**src/hdl/cfdr_pkg.sv**
```systemverilog
// Shared types, constants and helpers of the CAN frame dispatch and reassembly block.
package cfdr_pkg;

    localparam int MAX_ENTRIES_DEF = 160;
    localparam int REPLY_SLOTS     = 16;
    localparam logic [15:0] LED_THRESHOLD_RESET = 16'd15000;

    localparam logic [3:0] STD_TYPE_LIGHT = 4'd0;
    localparam logic [3:0] STD_TYPE_REPLY = 4'd1;
    localparam logic [3:0] STD_TYPE_FLAGS = 4'd3;
    localparam logic [2:0] EXT_TYPE_TABLE = 3'd2;
    localparam logic [1:0] LIGHT_PART_1   = 2'd1;
    localparam logic [1:0] LIGHT_PART_2   = 2'd2;

    localparam logic [1:0] TBL_LIGHT = 2'd0;
    localparam logic [1:0] TBL_REPLY = 2'd1;
    localparam logic [1:0] TBL_LIVE  = 2'd2;

    localparam logic [4:0] OFF_FIRST_TAG   = 5'd16;
    localparam logic [4:0] OFF_SECOND_TAG  = 5'd17;
    localparam logic [4:0] OFF_REPLY_VALID = 5'd8;

    localparam logic [3:0] EV_LIGHT1     = 4'd0;
    localparam logic [3:0] EV_LIGHT2     = 4'd1;
    localparam logic [3:0] EV_REPLY      = 4'd2;
    localparam logic [3:0] EV_FLAGS      = 4'd3;
    localparam logic [3:0] EV_HDR_OK     = 4'd4;
    localparam logic [3:0] EV_HDR_REJECT = 4'd5;
    localparam logic [3:0] EV_DATA       = 4'd6;
    localparam logic [3:0] EV_COMMIT     = 4'd7;
    localparam logic [3:0] EV_MISMATCH   = 4'd8;
    localparam logic [3:0] EV_IGNORED    = 4'd9;
    localparam logic [3:0] EV_READ       = 4'd10;

    typedef enum logic [3:0] {
        ST_CLEAR,
        ST_IDLE,
        ST_EXEC,
        ST_SUM,
        ST_SUM_DRAIN,
        ST_CHECK,
        ST_COPY,
        ST_COPY_DRAIN,
        ST_READ,
        ST_DONE
    } state_t;

    typedef struct packed {
        logic load;
        logic exec;
        logic clr_step;
        logic sum_rd;
        logic check;
        logic copy_rd;
        logic rd_live;
        logic deliver;
    } dp_cmd_t;

    typedef struct packed {
        logic clr_last;
        logic sum_last;
        logic words_zero;
        logic need_commit;
        logic need_live;
        logic sum_match;
    } dp_stat_t;

    function automatic logic [7:0] byte_sel(input logic [63:0] w, input logic [2:0] k);
        return w[{k, 3'b000} +: 8];
    endfunction

    function automatic logic [10:0] byte_sum(input logic [63:0] w);
        logic [10:0] s;
        s = '0;
        for (int i = 0; i < 8; i++)
        begin
            s = s + 11'(w[i*8 +: 8]);
        end
        return s;
    endfunction

endpackage

```
**src/hdl/cfdr_ctrl.sv**
```systemverilog
// Sequencing state machine: clearing pass, item execution, checksum and commit copy.
module cfdr_ctrl (
    input  logic               clk,
    input  logic               rst_n,
    input  logic               item_valid,
    output logic               item_ready,
    output logic               result_valid,
    input  logic               result_ready,
    output cfdr_pkg::dp_cmd_t  cmd,
    input  cfdr_pkg::dp_stat_t stat
);
    import cfdr_pkg::*;

    state_t state_reg, state_next;
    logic   out_valid_reg, out_valid_next;
    logic   slot_free;

    assign slot_free    = !out_valid_reg || result_ready;
    assign result_valid = out_valid_reg;
    assign item_ready   = (state_reg == ST_IDLE);

    always_ff @(posedge clk or negedge rst_n)
    begin
        if (!rst_n)
        begin
            state_reg     <= ST_CLEAR;
            out_valid_reg <= 1'b0;
        end
        else
        begin
            state_reg     <= state_next;
            out_valid_reg <= out_valid_next;
        end
    end

    always_comb
    begin
        state_next     = state_reg;
        cmd            = '0;
        out_valid_next = out_valid_reg && !result_ready;
        case (state_reg)
            ST_CLEAR:
            begin
                cmd.clr_step = 1'b1;
                if (stat.clr_last)
                begin
                    state_next = ST_IDLE;
                end
            end
            ST_IDLE:
            begin
                if (item_valid)
                begin
                    cmd.load   = 1'b1;
                    state_next = ST_EXEC;
                end
            end
            ST_EXEC:
            begin
                cmd.exec = 1'b1;
                if (stat.need_commit)
                begin
                    state_next = stat.words_zero ? ST_CHECK : ST_SUM;
                end
                else if (stat.need_live)
                begin
                    state_next = ST_READ;
                end
                else
                begin
                    state_next = ST_DONE;
                end
            end
            ST_SUM:
            begin
                cmd.sum_rd = 1'b1;
                if (stat.sum_last)
                begin
                    state_next = ST_SUM_DRAIN;
                end
            end
            ST_SUM_DRAIN:
            begin
                state_next = ST_CHECK;
            end
            ST_CHECK:
            begin
                cmd.check  = 1'b1;
                state_next = (stat.sum_match && !stat.words_zero) ? ST_COPY : ST_DONE;
            end
            ST_COPY:
            begin
                cmd.copy_rd = 1'b1;
                if (stat.sum_last)
                begin
                    state_next = ST_COPY_DRAIN;
                end
            end
            ST_COPY_DRAIN:
            begin
                state_next = ST_DONE;
            end
            ST_READ:
            begin
                cmd.rd_live = 1'b1;
                state_next  = ST_DONE;
            end
            ST_DONE:
            begin
                if (slot_free)
                begin
                    cmd.deliver    = 1'b1;
                    out_valid_next = 1'b1;
                    state_next     = ST_IDLE;
                end
            end
            default:
            begin
                state_next = ST_IDLE;
            end
        endcase
    end
endmodule

```
**config.mk**
```make
export PLATFORM = sky130hd
export DESIGN_NAME = cfdr_ctrl
export DESIGN_NICKNAME = d
export VERILOG_FILES = /design/src/hdl/cfdr_pkg.sv /design/src/hdl/cfdr_ctrl.sv
export SDC_FILE = /design/constraint.sdc
export NUM_CORES = 1
export LEC_CHECK = 0
export ABC_AREA = 1
export BUFFER_PORTS_ARGS = -buffer_cell sky130_fd_sc_hd__buf_2
export CAP_MARGIN = 15
export CORE_AREA = 5 5 42 44
export CTS_BUF_LIST = sky130_fd_sc_hd__clkbuf_4 sky130_fd_sc_hd__clkbuf_8
export CTS_CLUSTER_DIAMETER = 120
export CTS_CLUSTER_SIZE = 24
export DETAILED_ROUTE_END_ITERATION = 10
export DIE_AREA = 0 0 47 49
export MAX_ROUTING_LAYER = met4
export PLACE_DENSITY_LB_ADDON = 0.3
export SYNTH_ARGS = -nofsm -noshare
export SYNTH_HDL_FRONTEND = slang
export SYNTH_SLANG_ARGS = --single-unit
```
**constraint.sdc**
```tcl
create_clock -name clk -period 1.5 [get_ports clk]
set_input_delay 0.075 -clock clk [delete_from_list [all_inputs] [get_ports clk]]
set_output_delay 0.075 -clock clk [all_outputs]
set_load 0.02 [all_outputs]
```
==> impl_metrics.tcl, run 1 <==
set metrics [dict create \
    ios 20 \
    comb_power_share_pct 64.9 \
    relSlewSlack_pct 83.0 \
    p_switching_uw 709 \
    seq_area_frac_synth_pct 24.4 \
    grt_antenna_before_repair 0 \
    fmax_mhz 734 \
    hold_path_class "input port to register" \
    numCtsBuffers 3 \
    drt_wl_total_um 1230 \
    root_buffer "clkbuf_4" \
    finClkSkew_ns 0.00361 \
    largest_reg_flops 4 \
    chipWidth_um 47 \
    firstDrtPassIters 4 \
    yosys_warnings 0 \
    diodes 0 \
    ys_top_cells_by_area "dfrtp_1 24%, nand2_1 15%, inv_1 10%" \
    cp-end-kind "output pin" \
    dieArea_um2 2300 \
    slowest_delay_ns 0.48 \
    period_share_pct 90.9 \
    dr.first_iter.drc_count 4 \
    syn_to_final_growth_pct 31.1 \
    via_count 568 \
    worst-setup-path-type "register to output pin" \
    fillCellCount 163 \
    dp_hpwl_um 1050 \
    dpl.cell_count 118 \
    maxSlewViolCount 0 \
    synth_cells 83 \
    synth_edf_count 0 \
    worst_pin_slew_ns 0.255 \
    synth_nets 93 \
    worstPathRequired_ns 1.42 \
    yosysMostFrequentCell "nand2_1" \
    drive_gt1_share_pct 43.9 \
    status "finished clean" \
    tritoncts "built" \
    htree_levels 1 \
    grt_max_degree 8 \
    ant_nets 0 \
    p_int_uw 592 \
    clock_power_share_pct 12.9 \
    rsz0062_at_grt "no" \
    grt_usage_pct 11.2 \
    drc 0 \
    avgSynthCellArea_um2 6.17 \
    gp_congestion 0.927 \
    synth_area_um2 512 \
    synth_top_area_share_pct 24.4 \
    yosys.area.top_type "dfrtp_1" \
    clk_pin_slew_ns 0.04 \
    synthFlopType "dfrtp_1" \
    p_leak_nw 0.417 \
    hold_viol 0 \
    wl_per_cell_um 10.0 \
    synth_top_cells_by_count "20 x nand2_1, 14 x inv_1, 10 x nor2_1" \
    vias_per_cell 4.62 \
    critical_path.slowest_cell "dfrtp_1" \
    grt_pass1_wl_um 1860 \
    async_flop_share_pct 100 \
    startpoint_type "register" \
    power.share.sequential_pct 22.2 \
    initial_core_util_pct 36.5 \
    worstPathArrival_ns 1.29 \
    fp.dieH_um 49 \
    finalSetupViolCount 0 \
    clk_latency_ns 0.24 \
    synth_cell_types 17 \
    cp_max_fo 4 \
    fp.coreArea_um2 1400 \
    overflow 0 \
    clock_path_buffers 2 \
    peakVddDrop_mv 0.921 \
    stdcell_count 123 \
    power_density_nw_per_um2 1940 \
    switching_share_pct 54.5 \
    drv_cap 0 \
    fin_crit_ns 1.36 \
    fin_setup_tns_ns 0 \
    cp_cell_sequence "inv_2 > nor2_2 > nand2_1 > nor2_1 > buf_2" \
    ys_seq_elements 5 \
    io_buffers 19 \
    clock-sinks 5 \
    final_nets 118 \
    num_rows 14 \
    grt_pass1_vias 489 \
]
## worst max-delay path, delay by kind of cell (launching register included)
family                 cells  cell delay (ns)
and+or+nand+nor            3             0.33
buffers and inverters      2             0.24
DFF                        1             0.48
## through the flow
stage	hold WS [ns]	setup slack, ns	utilization, %	area [µm²]	total power [mW]
after floorplan	-0.221	0.257	-	512	0.906
after global placement	-0.107	0.272	44.7	627	1.12
after detailed placement	-0.109	0.225	44.7	627	1.13
after CTS	0.0794	0.0660	47.6	667	1.31
after global routing	0.0508	0.0135	47.9	671	1.42
final	0.0706	0.137	47.9	671	1.30
## cells by family after synthesis
group / count (synthesis) / synth area share [%]
AND/OR/NAND/NOR: 53 / 55.3
buffers and inverters: 19 / 13.9
AO/OA/AOI/OAI: 6 / 6.36
flip-flops: 5 / 24.4
## path summary, 6_finish.rpt
kind	from	to	slack, ns	cells after the start
worst min register to register	result_valid	result_valid	0.58	2
min in group asynchronous	rst_n	state_reg[3]	0.18	2
worst max register to register	state_reg[2]	state_reg[0]	0.26	8
worst max-delay path	state_reg[3]	cmd[0]	0.14	5
worst min-delay path	result_ready	result_valid	0.07	2
max in group asynchronous	rst_n	state_reg[0]	1.18	2
## area by class of cell
cell class	instances	area (µm²)	share of cell area, %
flip-flops and latches	5	126	18.8
inverters	19	71.3	10.6
clock buffers	4	30.0	4.48
multi-input cells	59	318	47.4
well taps	16	20.0	2.99
repair buffers	20	105	15.7
## per-layer routing
metal	routed length, µm	global-route usage (%)
met5	0	-
met2	616	18.3
met3	72	3.32
met4	0	1.38
met1	541	13.6
## power by group through the flow
| stage | sequential [mW] | combinational [mW] | clock [mW] |
|---|---|---|---|
| floorplan | 0.285 | 0.621 | 0 |
| global placement | 0.280 | 0.840 | 0 |
| detailed placement | 0.283 | 0.842 | 0 |
| CTS | 0.283 | 0.848 | 0.176 |
| finish | 0.289 | 0.844 | 0.168 |
| global route | 0.298 | 0.932 | 0.189 |
## placed cells by master (no fill, tap or decap), drive strengths merged, types with 4 or more instances in the layout
cell	count
buf	19
clkbuf	4
dfrtp	5
inv	19
nand2	26
nand3	7
nor2	17
o21ai	4
## repair_timing
action                     4_1_cts  5_1_grt
setup buffers                    0        0
hold endpoints to repair         5        0
setup endpoints to repair        0        1
resized for setup                0        2
hold buffers                     1        0
Power figures use the tool's default switching activity.
==> inputs of run 2 (changes only) <==
Settings changed: CELL_PAD_IN_SITES_DETAIL_PLACEMENT from default to 1, CELL_PAD_IN_SITES_GLOBAL_PLACEMENT from default to 2, CORE_AREA 5 5 42 44 to default, CORE_MARGIN from default to 5, CORE_UTILIZATION from default to 22, DIE_AREA 0 0 47 49 to default.
Clock period 1.5 ns to 1.2 ns, I/O delays scaled along.
==> impl_metrics.tcl, run 2 (same netlist as run 1, synthesis figures left out) <==
set metrics [dict create \
    gp_congestion 0.839 \
    grt_pass1_wl_um 3100 \
    grt_antenna_before_repair 0 \
    grt_pass1_vias 701 \
    worstPathArrival_ns 1.29 \
    top_usage_layer "met2" \
    mostFrequentLayoutCell "nand2_1" \
    multi_input_area_um2 367 \
    ios 20 \
    fin_crit_ns 1.35 \
    largest_reg_flops 4 \
    fin_ws_ns -0.148 \
    rsz0062_at_grt "yes" \
    critical_path.slowest_cell "dfrtp_2" \
    dieArea_um2 3390 \
    period_share_pct 112 \
    ant_nets 0 \
    drt_wl_total_um 1780 \
    grt_usage_pct 12.3 \
    htree_levels 1 \
    final_nets 131 \
    wl_per_cell_um 12.0 \
    slowest_delay_ns 0.45 \
    cp-end-kind "output pin" \
    clock-sinks 5 \
    io_buffers 19 \
    diodes 0 \
    root_buffer "clkbuf_4" \
    dr.first_iter.drc_count 5 \
    final_cell_mix "17 x nand2_1, 13 x buf_6, 10 x inv_2, 10 x buf_2" \
    drv_cap 0 \
    maxSlewViolCount 0 \
    grtUsageMet1_pct 14.0 \
    worst-setup-path-type "register to output pin" \
    clk_latency_ns 0.24 \
    peakVddDrop_mv 0.867 \
    num_rows 17 \
    via_count 630 \
    firstDrtPassIters 4 \
    tritoncts "built" \
    fmax_mhz 742 \
    cp_cell_sequence "nor2_4 > inv_1 > buf_4 > nor3_2 > buf_4" \
    pre_cts_ws_ns -0.0920 \
    grt_max_degree 6 \
    dp_hpwl_um 1340 \
    fp.coreArea_um2 2210 \
    regArea_um2 130 \
    violations "negative setup slack" \
    finClkSkew_ns 0.00664 \
    hold_ws_ns 0.0541 \
    drc 0 \
    p_leak_nw 0.498 \
    numCtsBuffers 3 \
    syn_to_final_growth_pct 77.3 \
    startpoint_type "register" \
    vias_per_cell 4.26 \
    cp_max_fo 4 \
    hold_viol 0 \
    clk_pin_slew_ns 0.04 \
    hold_path_class "input port to register" \
    met3_usage_pct 0 \
    relSlewSlack_pct 86.0 \
    initial_core_util_pct 23.1 \
    finalSetupViolCount 12 \
    fp.dieH_um 58.2 \
    status "finished, violations left" \
    overflow 0 \
    worstPathRequired_ns 1.14 \
    drive_gt1_share_pct 62.5 \
    cp_common_cell "buf_4" \
    power_density_nw_per_um2 2570 \
    clock_path_buffers 2 \
    fillCellCount 298 \
    use_met2_pct 22.1 \
    worst_pin_slew_ns 0.210 \
    chipWidth_um 58.2 \
]
run 2: cell count changes in the layout (fill, tap and decap cells not counted), sizes merged:
cell  before  now
buf       19   32
run 2: metal layers:
metal | vias up | part of all wire, %
met5 | - | 0
met4 | 0 | 0
met3 | 0 | 1.1
met2 | 6 | 56
met1 | 302 | 42
li1 | 322 | -
run 2: report_power, final:
part           total, mW  internal [mW]  leakage [nW]  switching [mW]
Clock              0.219          0.148        0.0184          0.0710
Combinational       1.72          0.789         0.420           0.935
Sequential         0.385          0.251        0.0598           0.134
Total               2.33           1.19         0.498            1.14
run 2: path summary, 6_finish.rpt:
kind	startpoint	to	slack (ns)	depth (start not counted)
max	state_reg[0]	cmd[5]	-0.15	5
min	result_ready	result_valid	0.05	2
max reg2reg	state_reg[3]	state_reg[0]	-0.11	7
min reg2reg	result_valid	result_valid	0.56	2
max in group asynchronous	rst_n	state_reg[2]	0.87	2
min in group asynchronous	rst_n	state_reg[1]	0.18	2
run 2: what timing repair did:
| item | CTS | global route |
|---|---|---|
| endpoints found under the setup margin | 12 | 13 |
| endpoints found under the hold margin | 5 | 0 |
| gates resized for setup | 32 | 10 |
| hold buffers | 1 | 0 |
| setup buffers | 9 | 0 |
| pin swaps | 8 | 5 |
run 2: through the flow:
| stage | TNS (ns) | util [%] | instances | power, mW | area [µm²] |
|---|---|---|---|---|---|
| 2_1_floorplan | -0.0279 | - | 83 | 1.15 | 518 |
| 3_3_place_gp | -0.136 | 30.7 | 134 | 1.52 | 678 |
| 3_5_place_dp | -0.209 | 30.7 | 134 | 1.53 | 678 |
| 4_1_cts | -1.12 | 39.6 | 148 | 2.23 | 877 |
| 5_1_grt | -1.96 | 41.0 | 148 | 2.52 | 907 |
| 6_report | -1.06 | 41.0 | 148 | 2.33 | 907 |
run 2: layout make-up:
cell class	count	area share (%)
Multi-Input combinational cell	59	40.4
Timing Repair Buffer	33	30.2
Sequential cell	5	14.3
Inverter	19	7.86
Tap cell	28	3.86
Clock buffer	4	3.31
run 2: critical path: cells and delay by family (launching register included):
family,cells,cell delay (ns)
buffers and inverters,3,0.36
flip-flops,1,0.45
AND/OR/NAND/NOR,2,0.24
==> inputs of run 3 (changes only) <==
Settings changed: SKIP_LAST_GASP from default to 1.
==> impl_metrics.tcl, run 3 (same netlist as run 1, synthesis figures left out) <==
set metrics [dict create \
    htree_levels 1 \
    clk_pin_slew_ns 0.04 \
    overflow 0 \
    grt_antenna_before_repair 0 \
    maxSlewViolCount 0 \
    numCtsBuffers 3 \
    p_leak_nw 0.500 \
    drv_cap 0 \
    wl_per_cell_um 12.0 \
    dieArea_um2 3390 \
    p_int_mw 1.19 \
    grt_usage_pct 12.3 \
    cp-end-kind "output pin" \
    fin_crit_ns 1.35 \
    worst-setup-path-type "register to output pin" \
    vias_per_cell 4.26 \
    drive_gt1_share_pct 61.7 \
    chipWidth_um 58.2 \
    fin_ws_ns -0.148 \
    power.share.sequential_pct 16.5 \
    fp.coreArea_um2 2210 \
    use_met2_pct 22.1 \
    final_cell_mix "17 x nand2_1, 13 x buf_6, 10 x inv_1, 10 x buf_2" \
    ios 20 \
    gp_congestion 0.839 \
    finClkSkew_ns 0.00664 \
    rsz0062_at_grt "yes" \
    cp_max_fo 4 \
    hold_viol 0 \
    hold_path_class "input port to register" \
    period_share_pct 112 \
    grt_max_degree 6 \
    firstDrtPassIters 4 \
    top_usage_layer "met2" \
    finalSetupViolCount 12 \
    io_buffers 19 \
    via_count 630 \
    root_buffer "clkbuf_4" \
    fin_setup_tns_ns -1.07 \
    grt_pass1_vias 701 \
    p_switching_mw 1.14 \
    power_density_nw_per_um2 2570 \
    dr.first_iter.drc_count 5 \
    grt_pass1_wl_um 3100 \
    worstPathArrival_ns 1.29 \
    num_rows 17 \
    fin_util_pct 41.0 \
    drc 0 \
    tritoncts "built" \
    fmax_mhz 742 \
    initial_core_util_pct 23.1 \
    fp.dieH_um 58.2 \
    largest_reg_flops 4 \
    drt_wl_total_um 1780 \
    hold_ws_ns 0.0541 \
    clk_latency_ns 0.24 \
    worstPathRequired_ns 1.14 \
    fillCellCount 298 \
    p_total_mw 2.33 \
    peakVddDrop_mv 0.867 \
    final_nets 131 \
    comb_power_share_pct 74.0 \
    met3_usage_pct 0 \
    clock_power_share_pct 9.4 \
    diodes 0 \
    switching_share_pct 49.0 \
    relSlewSlack_pct 86.0 \
    dp_hpwl_um 1340 \
    syn_to_final_growth_pct 77.3 \
    status "finished, violations left" \
    mostFrequentLayoutCell "nand2_1" \
    grtUsageMet1_pct 14.0 \
    ant_nets 0 \
    worst_pin_slew_ns 0.210 \
    violations "negative setup slack" \
    clock_path_buffers 2 \
    startpoint_type "register" \
    clock-sinks 5 \
]
## run 3: through the flow
stage	std cells	worst slack [ns]	area [µm²]
4_1_cts	148	-0.131	877
2_1_floorplan	83	-0.0279	518
6_report	148	-0.148	907
3_3_place_gp	134	-0.0543	678
3_5_place_dp	134	-0.0920	678
5_1_grt	148	-0.218	907
## run 3: cell type report
type / count / area, µm² / share of cell area [%]
sequential: 5 / 130 / 14.3
timing repair buffer: 33 / 274 / 30.2
clock buffer: 4 / 30.0 / 3.31
tap: 28 / 35.0 / 3.86
multi-input combinational: 59 / 367 / 40.4
inverter: 19 / 71.3 / 7.86
## run 3: critical path, cell delays in order (launching register included)
cell	delay (ns)
dfrtp_2	0.45
nor2_4	0.15
inv_1	0.07
buf_4	0.13
nor3_2	0.09
buf_4	0.16
## run 3: routing by layer
layer | vias up | part of all wire [%]
met3 | 0 | 1.1
met5 | - | 0
met2 | 6 | 56
li1 | 322 | -
met4 | 0 | 0
met1 | 302 | 42
## run 3: repair_timing
| item | in CTS | in global routing |
|---|---|---|
| hold endpoints to repair | 5 | 0 |
| setup endpoints to repair | 12 | 13 |
| buffers inserted | 9 | 0 |
| hold buffers | 1 | 0 |
| gates resized for setup | 32 | 9 |
| pin swaps | 8 | 5 |
## run 3: power groups by stage
| stage | Sequential, mW | Clock [mW] | Combinational (mW) |
|---|---|---|---|
| 4_1_cts | 0.361 | 0.227 | 1.64 |
| 6_report | 0.385 | 0.219 | 1.72 |
| 2_1_floorplan | 0.359 | 0 | 0.792 |
| 3_3_place_gp | 0.343 | 0 | 1.18 |
| 5_1_grt | 0.395 | 0.234 | 1.89 |
| 3_5_place_dp | 0.347 | 0 | 1.19 |
## run 3: path summary, 6_finish.rpt
path / startpoint / end / slack (ns) / depth (start not counted)
max reg2reg: state_reg[3] / state_reg[0] / -0.11 / 7
min: result_ready / result_valid / 0.05 / 2
min in group asynchronous: rst_n / state_reg[1] / 0.18 / 2
max: state_reg[0] / cmd[5] / -0.15 / 5
max in group asynchronous: rst_n / state_reg[2] / 0.87 / 2
min reg2reg: result_valid / result_valid / 0.56 / 2
